File: src/design/srfp_pkg.sv
package srfp_pkg;

	localparam int DIST_W = 14;
	localparam int TICK_W = 32;
	localparam int CFG_W  = 32;

	localparam logic [7:0]        START_BYTE  = 8'd82;
	localparam logic [7:0]        END_BYTE    = 8'd13;
	localparam logic [7:0]        ASCII_ZERO  = 8'd48;
	localparam logic [7:0]        ASCII_NINE  = 8'd57;
	localparam logic [DIST_W-1:0] DIST_LIMIT  = 14'd9999;
	localparam logic [DIST_W-1:0] DIST_OVER   = 14'd10000;
	localparam logic [DIST_W-1:0] MAX_DIST_RST = 14'd1500;
	localparam logic [TICK_W-1:0] TIMEOUT_RST = 32'd1000000;

	typedef enum logic [2:0] {
		ST_FRAME_OK = 3'd0,
		ST_BAD_END  = 3'd1,
		ST_DATA     = 3'd2,
		ST_START    = 3'd3,
		ST_DISCARD  = 3'd4,
		ST_TICK     = 3'd5
	} status_t;

	typedef enum logic {
		MODE_BYTE = 1'b0,
		MODE_TICK = 1'b1
	} mode_t;

	typedef enum logic {
		REG_MAX_DIST = 1'b0,
		REG_TIMEOUT  = 1'b1
	} reg_index_t;

	typedef struct packed {
		logic       mode;
		logic [7:0] rx_byte;
	} item_t;

	typedef struct packed {
		logic [2:0]        status;
		logic [DIST_W-1:0] distance;
		logic              fresh;
	} result_t;

	typedef struct packed {
		status_t           status;
		logic              good;
		logic [DIST_W-1:0] distance;
	} frame_out_t;

endpackage

File: src/design/srfp_frame.sv
module srfp_frame import srfp_pkg::*; #(
	parameter int DIGIT_COUNT = 4
) (
	input  logic       clk,
	input  logic       arst_n,
	input  logic       step,
	input  logic [7:0] rx_byte,
	output frame_out_t res
);

	localparam int CNT_W = $clog2(DIGIT_COUNT + 1);
	localparam logic [CNT_W-1:0] CNT_FULL = CNT_W'(DIGIT_COUNT);

	logic              in_frame_q;
	logic [CNT_W-1:0]  byte_count_q;
	logic              digits_ok_q;
	logic [DIST_W-1:0] acc_q;
	logic [DIST_W-1:0] last_distance_q;

	logic              in_frame_d;
	logic [CNT_W-1:0]  byte_count_d;
	logic              digits_ok_d;
	logic [DIST_W-1:0] acc_d;
	logic [DIST_W-1:0] last_distance_d;
	logic              is_digit;
	logic [17:0]       acc_mul;
	logic [DIST_W-1:0] acc_sat;
	logic [DIST_W-1:0] decoded;

	assign is_digit = (rx_byte >= ASCII_ZERO) && (rx_byte <= ASCII_NINE);

	// running decimal value, saturated just above the limit
	always_comb begin
		acc_mul = {1'b0, acc_q, 3'b000} + {3'b000, acc_q, 1'b0}
			+ {10'd0, rx_byte - ASCII_ZERO};
		acc_sat = (acc_mul > 18'(DIST_LIMIT)) ? DIST_OVER : acc_mul[DIST_W-1:0];
		decoded = (acc_q > DIST_LIMIT) ? DIST_LIMIT : acc_q;
	end

	always_comb begin
		in_frame_d      = in_frame_q;
		byte_count_d    = byte_count_q;
		digits_ok_d     = digits_ok_q;
		acc_d           = acc_q;
		last_distance_d = last_distance_q;
		res.good        = 1'b0;
		res.status      = ST_DISCARD;
		if (in_frame_q && byte_count_q >= CNT_FULL) begin
			if (rx_byte == END_BYTE) begin
				last_distance_d = decoded;
				res.good        = 1'b1;
				res.status      = ST_FRAME_OK;
			end else begin
				res.status = ST_BAD_END;
			end
			in_frame_d   = 1'b0;
			byte_count_d = '0;
		end else if (in_frame_q) begin
			byte_count_d = byte_count_q + CNT_W'(1);
			if (digits_ok_q && is_digit) begin
				acc_d = acc_sat;
			end else begin
				digits_ok_d = 1'b0;
			end
			res.status = ST_DATA;
		end else if (rx_byte == START_BYTE) begin
			in_frame_d   = 1'b1;
			byte_count_d = '0;
			digits_ok_d  = 1'b1;
			acc_d        = '0;
			res.status   = ST_START;
		end else begin
			in_frame_d   = 1'b0;
			byte_count_d = '0;
		end
		res.distance = step ? last_distance_d : last_distance_q;
	end

	always_ff @(posedge clk or negedge arst_n) begin
		if (!arst_n) begin
			in_frame_q      <= 1'b0;
			byte_count_q    <= '0;
			digits_ok_q     <= 1'b0;
			last_distance_q <= '0;
		end else if (step) begin
			in_frame_q      <= in_frame_d;
			byte_count_q    <= byte_count_d;
			digits_ok_q     <= digits_ok_d;
			last_distance_q <= last_distance_d;
		end
	end

	always_ff @(posedge clk) begin
		if (step) begin
			acc_q <= acc_d;
		end
	end

	a_count_bound: assert property (@(posedge clk) disable iff (!arst_n)
		byte_count_q <= CNT_FULL)
		else $error("frame byte count past digit count");

	a_hunt_count_zero: assert property (@(posedge clk) disable iff (!arst_n)
		!in_frame_q |-> byte_count_q == '0)
		else $error("byte count nonzero while hunting");

endmodule

File: src/design/sonar_range_frame_parser.sv
// sonar range frame parser
// item channel (item_valid/item_ready/item): one word per received serial byte
// (mode 0, byte in rx_byte) or per time tick (mode 1).
// result channel (result_valid/result_ready/result): exactly one word per item,
// carrying status, distance and fresh, in item order.
// a frame is start byte 82, DIGIT_COUNT data bytes, then byte 13; its leading
// ascii digits become the stored distance and restart the tick count.
// cfg port: cfg_we writes cfg_wdata into register cfg_index
// (0 max_dist, 1 timeout_ticks); write only while no item is in flight.
// an accepted item passes the input stage register, then the result register;
// throughput: one item per cycle while result_ready is high (a two-deep
// pipeline), and parsing state updates as an item enters the result register.
// when result_ready is low the result register holds its word, the input
// stage fills, and item_ready drops once both are occupied.
// reset: hunting for a start byte, distance 0, tick count 0, max_dist 1500,
// timeout_ticks 1000000, both channels empty.
module sonar_range_frame_parser import srfp_pkg::*; #(
	parameter int DIGIT_COUNT = 4
) (
	input  logic             clk,
	input  logic             arst_n,
	input  logic             item_valid,
	output logic             item_ready,
	input  item_t            item,
	output logic             result_valid,
	input  logic             result_ready,
	output result_t          result,
	input  logic             cfg_we,
	input  logic             cfg_index,
	input  logic [CFG_W-1:0] cfg_wdata
);

	logic              valid_s1;
	item_t             item_s1;
	logic              advance;
	logic              is_tick;
	logic              frame_step;
	frame_out_t        frame_res;
	logic [DIST_W-1:0] max_dist_q;
	logic [TICK_W-1:0] timeout_q;
	logic [TICK_W-1:0] ticks_q;
	logic [TICK_W-1:0] ticks_d;
	logic              fresh;
	result_t           result_d;

	assign advance    = valid_s1 && (!result_valid || result_ready);
	assign item_ready = !valid_s1 || advance;
	assign is_tick    = (item_s1.mode == MODE_TICK);
	assign frame_step = advance && !is_tick;

	always_ff @(posedge clk or negedge arst_n) begin
		if (!arst_n) begin
			max_dist_q <= MAX_DIST_RST;
			timeout_q  <= TIMEOUT_RST;
		end else if (cfg_we) begin
			unique case (reg_index_t'(cfg_index))
				REG_MAX_DIST: max_dist_q <= cfg_wdata[DIST_W-1:0];
				REG_TIMEOUT:  timeout_q  <= cfg_wdata[TICK_W-1:0];
				default:      ;
			endcase
		end
	end

	always_ff @(posedge clk or negedge arst_n) begin
		if (!arst_n) begin
			valid_s1 <= 1'b0;
		end else if (item_ready) begin
			valid_s1 <= item_valid;
		end
	end

	always_ff @(posedge clk) begin
		if (item_ready && item_valid) begin
			item_s1 <= item;
		end
	end

	srfp_frame #(
		.DIGIT_COUNT(DIGIT_COUNT)
	) u_frame (
		.clk     (clk),
		.arst_n  (arst_n),
		.step    (frame_step),
		.rx_byte (item_s1.rx_byte),
		.res     (frame_res)
	);

	always_comb begin
		ticks_d = ticks_q;
		if (is_tick) begin
			if (ticks_q != '1) begin
				ticks_d = ticks_q + TICK_W'(1);
			end
		end else if (frame_res.good) begin
			ticks_d = '0;
		end
		fresh = (ticks_d <= timeout_q);
		result_d.status   = is_tick ? ST_TICK : frame_res.status;
		result_d.distance = fresh ? frame_res.distance : max_dist_q;
		result_d.fresh    = fresh;
	end

	always_ff @(posedge clk or negedge arst_n) begin
		if (!arst_n) begin
			ticks_q      <= '0;
			result_valid <= 1'b0;
		end else begin
			if (advance) begin
				ticks_q <= ticks_d;
			end
			if (advance) begin
				result_valid <= 1'b1;
			end else if (result_ready) begin
				result_valid <= 1'b0;
			end
		end
	end

	always_ff @(posedge clk) begin
		if (advance) begin
			result <= result_d;
		end
	end

	a_good_is_fresh: assert property (@(posedge clk) disable iff (!arst_n)
		result_valid && result.status == ST_FRAME_OK |-> result.fresh)
		else $error("accepted frame reported stale");

	a_good_clears_ticks: assert property (@(posedge clk) disable iff (!arst_n)
		advance && !is_tick && frame_res.good |=> ticks_q == '0)
		else $error("tick count not cleared by good frame");

	a_tick_status: assert property (@(posedge clk) disable iff (!arst_n)
		advance && is_tick |=> result_valid && result.status == ST_TICK)
		else $error("tick item did not give tick status");

endmodule

File: config.mk
export PLATFORM = sky130hd
export DESIGN_NAME = sonar_range_frame_parser
export DESIGN_NICKNAME = d
export VERILOG_FILES = /design/src/design/srfp_pkg.sv /design/src/design/srfp_frame.sv /design/src/design/sonar_range_frame_parser.sv
export SDC_FILE = /design/constraint.sdc
export NUM_CORES = 1
export LEC_CHECK = 0
export BUFFER_PORTS_ARGS = -buffer_cell sky130_fd_sc_hd__buf_2
export CORE_MARGIN = 1
export CORE_UTILIZATION = 61
export DETAILED_ROUTE_END_ITERATION = 7
export PLACE_DENSITY = 0.87
export SLEW_MARGIN = 20
export SYNTH_ARGS = -nofsm -noshare
export SYNTH_HDL_FRONTEND = slang
export SYNTH_HIERARCHICAL = 1
export SYNTH_SLANG_ARGS = --single-unit
export TNS_END_PERCENT = 100
File: constraint.sdc
create_clock -name clk -period 5.14 [get_ports clk]
set_input_delay 0.257 -clock clk [delete_from_list [all_inputs] [get_ports clk]]
set_output_delay 0.257 -clock clk [all_outputs]
set_load 0.02 [all_outputs]
## Word-level counts from Yosys, hierarchy flattened

Cells that the tools add are included.
Widths: inputs -> output; s select.

- $add $sub $neg: 5
- $mul: 0
- Divide/modulo/power cells: 0
- Magnitude comparators: 6
- Eq/ne operators: 5
- Shifts and indexed selects: 0
- Muxes and demuxes: 28
- Bitwise operators: 2
- Reduce and logical (&&, ||, !) cells: 17

Operators by type and width:

| kind | count |
|---|---|
| $mux 14 | 9 |
| $mux 32 | 3 |
| $add 32x1->32 const B | 1 |
| $le 32x32->1 | 1 |
| $ne 32x32->1 const B | 1 |
| $add 17x15->18 | 1 |
| $add 18x8->18 | 1 |
| $gt 18x14->1 const B | 1 |
| $mux 3 | 5 |
| $gt 14x14->1 const B | 1 |
| $mux 1 | 11 |
| $eq 8x4->1 const B | 1 |
| $eq 8x7->1 const B | 1 |
| $ge 8x6->1 const B | 1 |
| $le 8x6->1 const B | 1 |
| $reduce_and 4->1 | 2 |
| $sub 8x6->8 const B | 1 |
| $logic_and 1x1->1 | 6 |
| $ne 2x2->1 const B | 2 |
| $reduce_and 2->1 | 2 |
| $reduce_bool 2->1 | 2 |
| $add 3x1->3 const B | 1 |
| $ge 3x3->1 const B | 1 |
| $logic_not 1->1 | 3 |
| 2 further kinds | 4 |

- Flip-flop bits (word level): 140
- Bits in latches: 0
- Memory bits (writable): 0
- Memory bits (read-only): 0
- Input port bits: 47
- Output and inout port bits: 20
- Logic and storage cells: 78
- Memories kept: 0

## Logic depth before layout (Yosys ltp)

Gate-level depths: netlist of the first run.

- Depth after elaboration: 7
- Depth in mapped cells: 18
- Gate-level depth less buffers: 15

## Modules after synthesis

The synthesis of the first run kept the hierarchy.

By module, submodules not included:

| module | times used | cells an instance | area an instance (µm²) | seq. area each (µm²) |
|---|---|---|---|---|
| sonar_range_frame_parser | 1 | 558 | 5905.7 | 2830.2 |
| srfp_frame | 1 | 264 | 2573.7 | 895.9 |

## Worst setup path after synthesis of the first run

Ideal clock, no wire load.

- Path kind: flip-flop to flip-flop
- Start: reg item_s1[4] in the netlist's numbering
- End: reg result[10] in the netlist's numbering (data pin)
- Setup time: 0.260 ns
- Data arrival time: 3.883 ns
- Required time: 4.880 ns
- Setup slack: 0.997 ns
- Cell stages (with the launch flop): 18
- Path buffers: 2
- Clock period less this slack: 4.143 ns
- Path through: edfxtp_1 inv_1 ha_1 nand3_1 nor4_1 nor2b_1 clkbuf_1 a31oi_1 nand2_1 o21ai_0 ha_1 a21o_1 nand3_1 a21oi_1 or4_1 a22oi_2 buf_4 mux2_2

RTL lines:

| what | RTL line | source |
|---|---|---|
| start: declaration | sonar_range_frame_parser.sv:34 | `item_t item_s1;` |
| start signal: assignment | sonar_range_frame_parser.sv:74 | `item_s1 <= item;` |
| end signal: assignment | sonar_range_frame_parser.sv:121 | `result <= result_d;` |
| end: declaration | sonar_range_frame_parser.sv:27 | `output result_t result,` |

==> results of run 1 <==
layer usage:
| metal | vias to the layer above | share of wire (%) | wire length, um |
|---|---|---|---|
| met3 | 46 | 7.5 | 1530 |
| met5 | - | 0 | 0 |
| met1 | 3283 | 43 | 8710 |
| met2 | 336 | 48 | 9750 |
| li1 | 3173 | - | - |
| met4 | 0 | 2.4 | 499 |
layout make-up:
class | instances | area share, %
Clock inverter | 14 | 1.27
Inverter | 44 | 1.73
Tap cell | 176 | 2.31
Sequential cell | 140 | 39.0
Clock buffer | 18 | 4.60
Multi-Input combinational cell | 597 | 46.1
Timing Repair Buffer | 83 | 5.00
synth_stat cells (11+ instances only):
master and count:
a21o_1 12, a21oi_1 37, a31oi_1 21, and3_1 11
clkbuf_1 22, dfrtp_1 85, dfstp_2 14, edfxtp_1 41
ha_1 60, inv_1 43, mux2_2 64, nand2_1 84
nand3_1 35, nand4_1 22, nor2_1 19, nor3_1 11
o21ai_0 62, o31ai_1 18
cells in the final DEF, fill, tap and decap left out, types with 6 or more instances in the layout:
cell type | Yosys | final
o21ai_0 | 62 | 62
dlygate4sd3_1 | 0 | 7
buf_4 | 4 | 11
fa_1 | 6 | 6
and4_1 | 8 | 8
mux2_2 | 64 | 64
inv_1 | 43 | 43
o31ai_1 | 18 | 18
nand3_1 | 35 | 35
a21oi_1 | 37 | 37
dfrtp_1 | 85 | 85
nor2b_1 | 9 | 9
buf_2 | 8 | 65
dfstp_2 | 14 | 14
o22a_1 | 7 | 7
clkbuf_16 | 0 | 17
and2_1 | 10 | 10
nand4_1 | 22 | 22
nand2_1 | 84 | 84
a31oi_1 | 21 | 21
nor2_1 | 19 | 19
ha_1 | 60 | 60
a21o_1 | 12 | 12
and3_1 | 11 | 11
nand2b_1 | 7 | 7
edfxtp_1 | 41 | 41
xnor2_1 | 9 | 9
nor3_1 | 11 | 11
stage by stage:
stage,utilization [%],hold slack (ps),cells,power (mW),cell area [sq um]
6_report,71.3,12.8,1072,3.05,9550
5_1_grt,71.3,4.72,1072,3.18,9550
4_1_cts,71.2,16.0,1072,3.05,9540
3_5_place_dp,66.5,254,1033,1.88,8910
3_3_place_gp,66.5,251,1033,1.85,8910
2_1_floorplan,-,-38.6,822,1.72,8480
cell families after synthesis:
kind of cell / Yosys count
and+or+nand+nor: 245
AOI/OAI and AO/OA: 206
DFF: 140
buffers and inverters: 85
muxes: 67
adders and majority gates: 66
xor gates and xnor gates: 13
critical path, delay by kind of cell, from the launching register on:
kind	cells	cell delay (ps)
AO/OA/AOI/OAI	4	1120
buffers and inverters	1	270
multiplexers	1	380
AND/OR/NAND/NOR	7	1820
flip-flops	1	410
adder cells (fa/ha/maj)	2	530
state kept, by name, summed over array words and instances, names as in the netlist, 3 cells and up:
name / flops
max_dist_q: 14
u_frame/last_distance_q: 14
ticks_q: 32
item_s1: 8
timeout_q: 32
u_frame/byte_count_q: 3
result: 18
u_frame/acc_q: 14
power by group:
part	switching (mW)	internal, mW
clock network	0.522	0.649
registers	0.102	1.27
logic	0.276	0.231
repair_timing:
| item | in CTS | in global routing |
|---|---|---|
| setup buffers | 0 | 0 |
| endpoints found under the hold margin | 38 | 0 |
| resized for setup | 0 | 1 |
| hold buffers | 7 | 0 |
| endpoints found under the setup margin | 0 | 14 |
path summary, 6_finish.rpt:
| check | from | endpoint | slack (ps) | cells after the start |
|---|---|---|---|---|
| setup reg to reg | ticks_q[0] | result[3] | 350 | 15 |
| hold reg to reg | u_frame/byte_count_q[0] | u_frame/byte_count_q[0] | 490 | 1 |
| hold / removal | item[6] | item_s1[6] | 10 | 1 |
| setup / recovery | ticks_q[0] | result[3] | 350 | 15 |
| max in group asynchronous | arst_n | ticks_q[11] | 3640 | 3 |
| min in group asynchronous | arst_n | timeout_q[30] | 340 | 2 |
==> flow_summary.json, run 1 <==
{
  "cp_max_fo": 15,
  "cts_sinks": 140,
  "clock_path_buffers": 2,
  "yosys.area.top_type": "dfrtp_1",
  "grt_pass1_vias": 6684,
  "regArea_sq_um": 3730,
  "fin_worst_skew_ps": 12.9,
  "antenna_found_initial": 0,
  "start_kind": "flop",
  "drt_iter0_drc": 654,
  "synthAdderAreaFrac_pct": 10.3,
  "synth_compound_area_share_pct": 16.1,
  "yosysTopAreaCellShare_pct": 25.1,
  "synth_flop_cell": "dfrtp_1",
  "rows": 42,
  "gr-total-overflow": 0,
  "grtUsageMet3_pct": 6.80,
  "synthXorXnorAreaFrac_pct": 1.34,
  "synth_seq_area_share_pct": 43.9,
  "synth_nets": 935,
  "hold_class": "in -> reg",
  "setup-tns-final_ps": 0,
  "root_buffer": "clkbuf_16",
  "start_util_pct": 63.3,
  "maxSlewHeadroom_pct": 48.1,
  "rsz0062_at_grt": "no",
  "met1_usage_pct": 40.3,
  "cp_slowest_cell": "a2111oi_4",
  "status": "complete, no violations",
  "use_met2_pct": 48.9,
  "slowest_delay_ps": 620,
  "synth_edf_count": 41,
  "power_density_nw_per_um2": 320,
  "dr.pass1.iters": 6,
  "portBuffers": 66,
  "layout-drive-gt1-share_pct": 23.2,
  "ys_top_cells_by_area": "dfrtp_1 (25%), edfxtp_1 (15%), ha_1 (8.9%), mux2_2 (8.5%), dfstp_2 (4.3%)",
  "n_fill_cell": 938,
  "wire_per_inst_um": 19.1,
  "syn_area_per_cell_sq_um": 10.3,
  "area_growth_pct": 12.6,
  "post-route-period-util_pct": 93.2,
  "die_h_um": 120,
  "grt_max_degree": 64,
  "synthMuxAreaShare_pct": 8.85,
  "end_kind": "flop",
  "worstMarginPinSlew_ps": 778,
  "critical_path_required_ps": 5310,
  "vias": 6838,
  "critical_path_arrival_ps": 4960,
  "gp_congestion": 0.917,
  "fin_ws_ps": 351,
  "drv_slew": 0,
  "synthCells": 822,
  "path_class": "reg -> reg",
  "viasPerCell": 6.38,
  "dp_hpwl_um": 14000,
  "synth_cell_types": 74,
  "finalHoldViolations": 0,
  "gr-usage-all-layers_pct": 30.4,
  "cts.clk_slew.worst_paths_ps": 70,
  "insertion_delay_ps": 430,
  "busiest_layer": "met2",
  "design.die.area_sq_um": 14400,
  "pre_cts_slack_ps": 349,
  "io_pins": 67,
  "finalCriticalPeriod_ps": 4790,
  "cts_tree": "yes",
  "cts-buffers-inserted": 17,
  "antenna_cells": 0,
  "syn_area_sq_um": 8480,
  "ys_warn_count": 6,
  "synth_top_family_by_area": "compound AO/OA/AOI/OAI gates",
  "peakVddDrop_mv": 0.269,
  "ant_nets": 0,
  "ys_ff_latch": 140,
  "cap_viol_max_count": 0,
  "nets": 996,
  "fp.dieW_um": 120,
  "crit_chain": "ha_1, and3_1, nand2_1, a2111oi_4, a41oi_1, nand2_1, o21ai_0, ha_1, nand4_1, nor4_1, nand3_1, and2_1, a22oi_2, buf_4, mux2_2",
  "synthArstFlopShare_pct": 70.7,
  "setup_viol": 0,
  "drc": 0,
  "routed_wl_um": 20500,
  "core-area_sq_um": 13400,
  "p_leak_nw": 4.20,
  "max_freq_mhz": 209,
  "multi_input_area_sq_um": 4400,
  "htreeDepth": 4,
  "yosys.area_share.simple_pct": 15.3,
  "grt_first_pass_wirelength_um": 33700
}
(Power assumes the default switching activity.)
==> inputs of run 2 (changes only) <==
--- a/config.mk
+++ b/config.mk
@@ -7,12 +7,11 @@
 export LEC_CHECK = 0
 export BUFFER_PORTS_ARGS = -buffer_cell sky130_fd_sc_hd__buf_2
 export CORE_MARGIN = 1
-export CORE_UTILIZATION = 61
+export CORE_UTILIZATION = 55
 export DETAILED_ROUTE_END_ITERATION = 7
-export PLACE_DENSITY = 0.87
+export PLACE_DENSITY = 0.83
 export SLEW_MARGIN = 20
 export SYNTH_ARGS = -nofsm -noshare
 export SYNTH_HDL_FRONTEND = slang
-export SYNTH_HIERARCHICAL = 1
 export SYNTH_SLANG_ARGS = --single-unit
 export TNS_END_PERCENT = 100
==> constraint.sdc (replaced) <==
create_clock -name clk -period 3.9 [get_ports clk]
set_input_delay 0.195 -clock clk [delete_from_list [all_inputs] [get_ports clk]]
set_output_delay 0.195 -clock clk [all_outputs]
set_load 0.02 [all_outputs]
==> flow_summary.json, run 2 <==
{
  "root_buffer": "clkbuf_16",
  "area_growth_pct": 27.3,
  "cp_max_fo": 9,
  "cts-buffers-inserted": 17,
  "slowest_delay_ps": 400,
  "hold_class": "in -> reg",
  "gp_congestion": 0.885,
  "insertion_delay_ps": 430,
  "layout_common_cells": "buf_4 (88), dfrtp_1 (85), nand2_1 (71), buf_2 (65), inv_1 (61)",
  "cp_slowest_cell": "dfrtp_1",
  "synthMostInstantiatedCell": "dfrtp_1",
  "core-area_sq_um": 15100,
  "drc": 2,
  "antenna_found_initial": 0,
  "htreeDepth": 4,
  "ys_top_cells_by_area": "dfrtp_1 (25%), edfxtp_1 (14%), ha_1 (8.8%), mux2_2 (8.3%), dfstp_2 (4.3%)",
  "gr-usage-all-layers_pct": 28.4,
  "ys_warn_count": 0,
  "synthArstFlopShare_pct": 70.7,
  "routed_wl_um": 23300,
  "grt_first_pass_wirelength_um": 34700,
  "grt_max_degree": 73,
  "maxSlewHeadroom_pct": 38.0,
  "fp.dieW_um": 126,
  "design.die.area_sq_um": 16000,
  "synth_nets": 925,
  "viasPerCell": 6.17,
  "cts.clk_slew.worst_paths_ps": 60,
  "synthTopCellsByCount": "dfrtp_1 (85), nand2_1 (72), inv_1 (63), mux2_2 (63), ha_1 (60)",
  "cap_viol_max_count": 0,
  "synth_seq_area_share_pct": 43.9,
  "rows": 45,
  "setup_viol": 14,
  "finalHoldViolations": 0,
  "worstMarginPinSlew_ps": 930,
  "fin_worst_skew_ps": 10.5,
  "cts_sinks": 140,
  "layout-drive-gt1-share_pct": 33.1,
  "dr.pass1.iters": 8,
  "synthCells": 812,
  "grt_pass1_vias": 7034,
  "syn_area_per_cell_sq_um": 10.5,
  "synth_flop_cell": "dfrtp_1",
  "gr-total-overflow": 0,
  "power_density_nw_per_um2": 442,
  "reg.largest.list": "ticks_q (32), timeout_q (32), result (18)",
  "crit_path_frequent_cell": "nand4_1",
  "total_power_mw": 4.78,
  "max_freq_mhz": 237,
  "dp_hpwl_um": 14500,
  "layout_commonest_cell": "buf_4",
  "path_class": "reg -> reg",
  "ant_nets": 0,
  "syn_area_sq_um": 8500,
  "rsz0062_at_grt": "yes",
  "crit_chain": "and3_4, and3_4, and4_4, a21oi_4, buf_4, nand4_1, nand2_1, mux2i_1, ha_1, nand4_1, nor3_2, nand4_1, nor3_2, buf_4, o22a_4, buf_12, mux2_4",
  "hold_slack_ps": 18.0,
  "fin_ws_ps": -328,
  "ys_ff_latch": 140,
  "clock_path_buffers": 2,
  "cts_tree": "yes",
  "vias": 7313,
  "pre_cts_slack_ps": -147,
  "synth_cell_types": 77,
  "start_kind": "flop",
  "final_util_pct": 71.4,
  "p_leak_nw": 5.02,
  "violations": "design-rule violations, negative setup slack",
  "synth_edf_count": 41,
  "post-route-period-util_pct": 108,
  "drt_iter0_drc": 782,
  "peakVddDrop_mv": 0.375,
  "antenna_cells": 0,
  "nets": 1097,
  "yosysTopAreaCellShare_pct": 25.0,
  "start_util_pct": 56.1,
  "status": "complete, but fails checks",
  "portBuffers": 66,
  "critical_path_required_ps": 4070,
  "yosys.area.top_type": "dfrtp_1",
  "finalCriticalPeriod_ps": 4230,
  "die_h_um": 126,
  "drv_slew": 0,
  "critical_path_arrival_ps": 4400,
  "end_kind": "flop",
  "io_pins": 67,
  "wire_per_inst_um": 19.7
}
-- run 2: cell families (layout without fill, tap and decap cells) --
| family | after synthesis | count (layout) | synth area share, % |
|---|---|---|---|
| compound gates | 176 | 176 | 13.6 |
| xor+xnor | 14 | 14 | 1.44 |
| simple gates | 249 | 249 | 16.6 |
| flops | 140 | 140 | 43.9 |
| buf+inv | 98 | 283 | 5.20 |
| mux | 69 | 69 | 9.06 |
| fa+ha+maj | 66 | 66 | 10.2 |
-- run 2: repair_timing --
action,4_1_cts,5_1_grt
setup endpoints to repair,14,25
setup buffers,1,15
hold buffers,29,0
pin swaps,5,18
endpoints found under the hold margin,86,0
cloned,0,2
gates resized for setup,6,49
-- run 2: final cells by class --
| type | count | area [sq um] |
|---|---|---|
| repair buffers | 187 | 1380 |
| clock buffers | 22 | 485 |
| fillers | 960 | 4330 |
| well taps | 188 | 235 |
| multi-input cells | 574 | 4570 |
| flip-flops and latches | 140 | 3730 |
| clock inverters | 10 | 185 |
| inverters | 64 | 240 |
-- run 2: worst max-delay path, delay by kind of cell, from the launching register on --
kind,cells,cell delay (ps)
mux,2,430
buf+inv,3,520
compound gates,2,420
fa+ha+maj,1,330
simple gates,9,1870
flops,1,400
-- run 2: power breakdown --
part	switching, mW	total [mW]	internal (mW)
Combinational	0.630	1.15	0.518
Sequential	0.0938	1.79	1.70
Clock	0.634	1.84	1.21
-- run 2: worst paths after layout --
check | slack, ps | depth (start not counted) | to | from
worst max-delay path | -330 | 17 | result[2] | ticks_q[24]
worst min-delay path | 20 | 2 | max_dist_q[9] | cfg_wdata[9]
worst max register to register | -330 | 17 | result[2] | ticks_q[24]
worst min register to register | 480 | 2 | u_frame.last_distance_q[13] | u_frame.last_distance_q[13]
max in group asynchronous | 2510 | 3 | timeout_q[19] | arst_n
min in group asynchronous | 450 | 2 | max_dist_q[11] | arst_n
-- run 2: metrics by stage --
step           instance area [sq um]  std cells  setup TNS (ps)
6_report                       10800       1185           -4340
5_1_grt                        10800       1185           -6340
4_1_cts                        10500       1168           -1010
3_5_place_dp                    9480       1106           -1780
3_3_place_gp                    9480       1106            -546
2_1_floorplan                   8530        812               0
-- run 2: per-layer routing --
metal	vias to the layer above	routed length [um]	GRT usage, %
li1	3315	-	-
met1	3490	9230	36.4
met2	416	11100	46.6
met3	92	1910	5.74
met4	0	1050	13.0
met5	-	0	0
==> inputs of run 3 (changes only) <==
--- a/config.mk
+++ b/config.mk
@@ -13,5 +13,6 @@
 export SLEW_MARGIN = 20
 export SYNTH_ARGS = -nofsm -noshare
 export SYNTH_HDL_FRONTEND = slang
+export SYNTH_HIERARCHICAL = 1
 export SYNTH_SLANG_ARGS = --single-unit
 export TNS_END_PERCENT = 100
==> flow_summary.json, run 3 (synthesis results as in run 1) <==
{
  "status": "complete, but fails checks",
  "violations": "negative setup slack",
  "antenna_cells": 0,
  "insertion_delay_ps": 430,
  "final_cells": 1182,
  "routed_wl_um": 23100,
  "reg2reg_to": "result[11]",
  "critical_path_required_ps": 4070,
  "critical_path_arrival_ps": 4220,
  "cap_viol_max_count": 0,
  "layout_common_cells": "buf_4 (88), nand2_1 (83), dfrtp_1 (82), buf_2 (66), mux2_2 (62)",
  "path_class": "reg -> reg",
  "vias": 7281,
  "layout_commonest_cell": "buf_4",
  "grt_first_pass_wirelength_um": 35200,
  "sequentialPowerShare_pct": 42.1,
  "htreeDepth": 4,
  "intPower_mw": 2.97,
  "clock_path_buffers": 2,
  "r2r_slack_ps": -150,
  "drv_slew": 0,
  "critPathCapture": "result[11]",
  "crit_start": "ticks_q[0]",
  "reg2reg_from": "ticks_q[0]",
  "portBuffers": 66,
  "power.switching_mw": 1.23,
  "viasPerCell": 6.16,
  "fp.dieW_um": 126,
  "fin_ws_ps": -145,
  "fin_worst_skew_ps": 17.3,
  "worstMarginPinSlew_ps": 906,
  "end_kind": "flop",
  "start_kind": "flop",
  "grt_max_degree": 70,
  "gr-usage-all-layers_pct": 28.5,
  "reg.largest.list": "ticks_q (32), timeout_q (32), result (18)",
  "power_frac_comb_pct": 20.7,
  "gp_congestion": 0.920,
  "p_leak_nw": 4.78,
  "design.die.area_sq_um": 15900,
  "cts.clk_slew.worst_paths_ps": 60,
  "core-area_sq_um": 15100,
  "rows": 45,
  "dp_cells": 1115,
  "setup_viol": 23,
  "layout-drive-gt1-share_pct": 33.5,
  "finalHoldViolations": 0,
  "hold_class": "in -> reg",
  "wire_per_inst_um": 19.6,
  "ant_nets": 0,
  "dp_hpwl_um": 15000,
  "io_pins": 67,
  "cts_tree": "yes",
  "max_freq_mhz": 247,
  "post-route-period-util_pct": 104,
  "antenna_found_initial": 0,
  "rsz0062_at_grt": "yes",
  "hold_slack_ps": 3.86,
  "clockPowerShare_pct": 37.2,
  "start_util_pct": 56.0,
  "dr.pass1.iters": 5,
  "root_buffer": "clkbuf_16",
  "cts_sinks": 140,
  "cts-buffers-inserted": 17,
  "maxSlewHeadroom_pct": 39.6,
  "area_growth_pct": 26.2,
  "drc": 0,
  "peakVddDrop_mv": 0.403,
  "gr-total-overflow": 0,
  "die_h_um": 126,
  "power_density_nw_per_um2": 393,
  "swShare_pct": 29.3,
  "cp_max_fo": 8,
  "r2r_cells": 15,
  "grt_pass1_vias": 6958,
  "drt_iter0_drc": 577,
  "finalCriticalPeriod_ps": 4050,
  "nets": 1094
}
[run 3: cell types whose count changed in the layout (fill, tap and decap cells not counted), moves of 7 or more]
cell           change
dlygate4sd3_1     -12
mux2_4            -13
mux2_2            +14
nor2_1             -8
a21oi_1            +7
nand2_1           +12
inv_1             -20
o21ai_0           +10
[run 3: cell type report]
type / instances / area [sq um]
multi-input combinational: 597 / 4690
fill: 1040 / 4450
sequential: 140 / 3730
timing repair buffer: 181 / 1310
clock buffer: 18 / 429
tap: 188 / 235
inverter: 44 / 165
clock inverter: 14 / 136
[run 3: power groups by stage]
stage	Combinational (mW)	Sequential (mW)	Clock, mW
floorplan	0.485	1.79	0
global placement	0.721	1.78	0
detailed placement	0.751	1.79	0
CTS	0.785	1.76	1.58
global route	0.945	1.78	1.63
finish	0.870	1.77	1.56
[run 3: timing repair]
item | 4_1_cts | 5_1_grt
hold buffers | 17 | 0
endpoints found under the hold margin | 78 | 0
pin swaps | 7 | 31
setup endpoints to repair | 28 | 28
gates cloned | 0 | 2
gates resized for setup | 10 | 62
buffers inserted | 2 | 14
[run 3: critical path, stage by stage, from the launching register on]
cell and delay, ps:
dfrtp_1 390, ha_2 200, and3_4 220, nand2_4 80, a2111oi_4 350, buf_6 180
nand3_1 130, o21ai_0 270, ha_1 290, nand4_1 150, a211oi_1 70, or4_4 570
a22oi_2 240, buf_6 150, buf_12 130, mux2_2 350
[run 3: worst min-delay path by stage]
stage,start,to,slack (ps),cells after the start
final,cfg_wdata[17],timeout_q[17],4,2
after global routing,cfg_wdata[17],timeout_q[17],-4,2
after CTS,cfg_wdata[17],timeout_q[17],0.09,2
after detailed placement,item[4],item_s1[4],370,1
after global placement,item[6],item_s1[6],370,1
after floorplan,arst_n,max_dist_q[0],-100,0
[run 3: metrics by stage]
stage | setup TNS, ps | area [sq um] | power, mW | setup slack, ps | util [%]
after detailed placement | -2970 | 9500 | 2.54 | -178 | 62.7
after floorplan | 0 | 8510 | 2.27 | 10.7 | -
final | -2090 | 10700 | 4.20 | -145 | 70.6
after global placement | -1090 | 9500 | 2.50 | -71.5 | 62.7
after global routing | -4650 | 10700 | 4.36 | -227 | 70.6
after CTS | -131 | 10300 | 4.13 | -23.7 | 67.9
[run 3: per-layer routing]
layer / track usage [%] / wire length, um / vias up
met1: 35.4 / 9420 / 3510
met5: 0 / 0 / -
li1: - / - / 3376
met4: 9.78 / 525 / 0
met3: 4.55 / 1360 / 50
met2: 50.4 / 11800 / 345
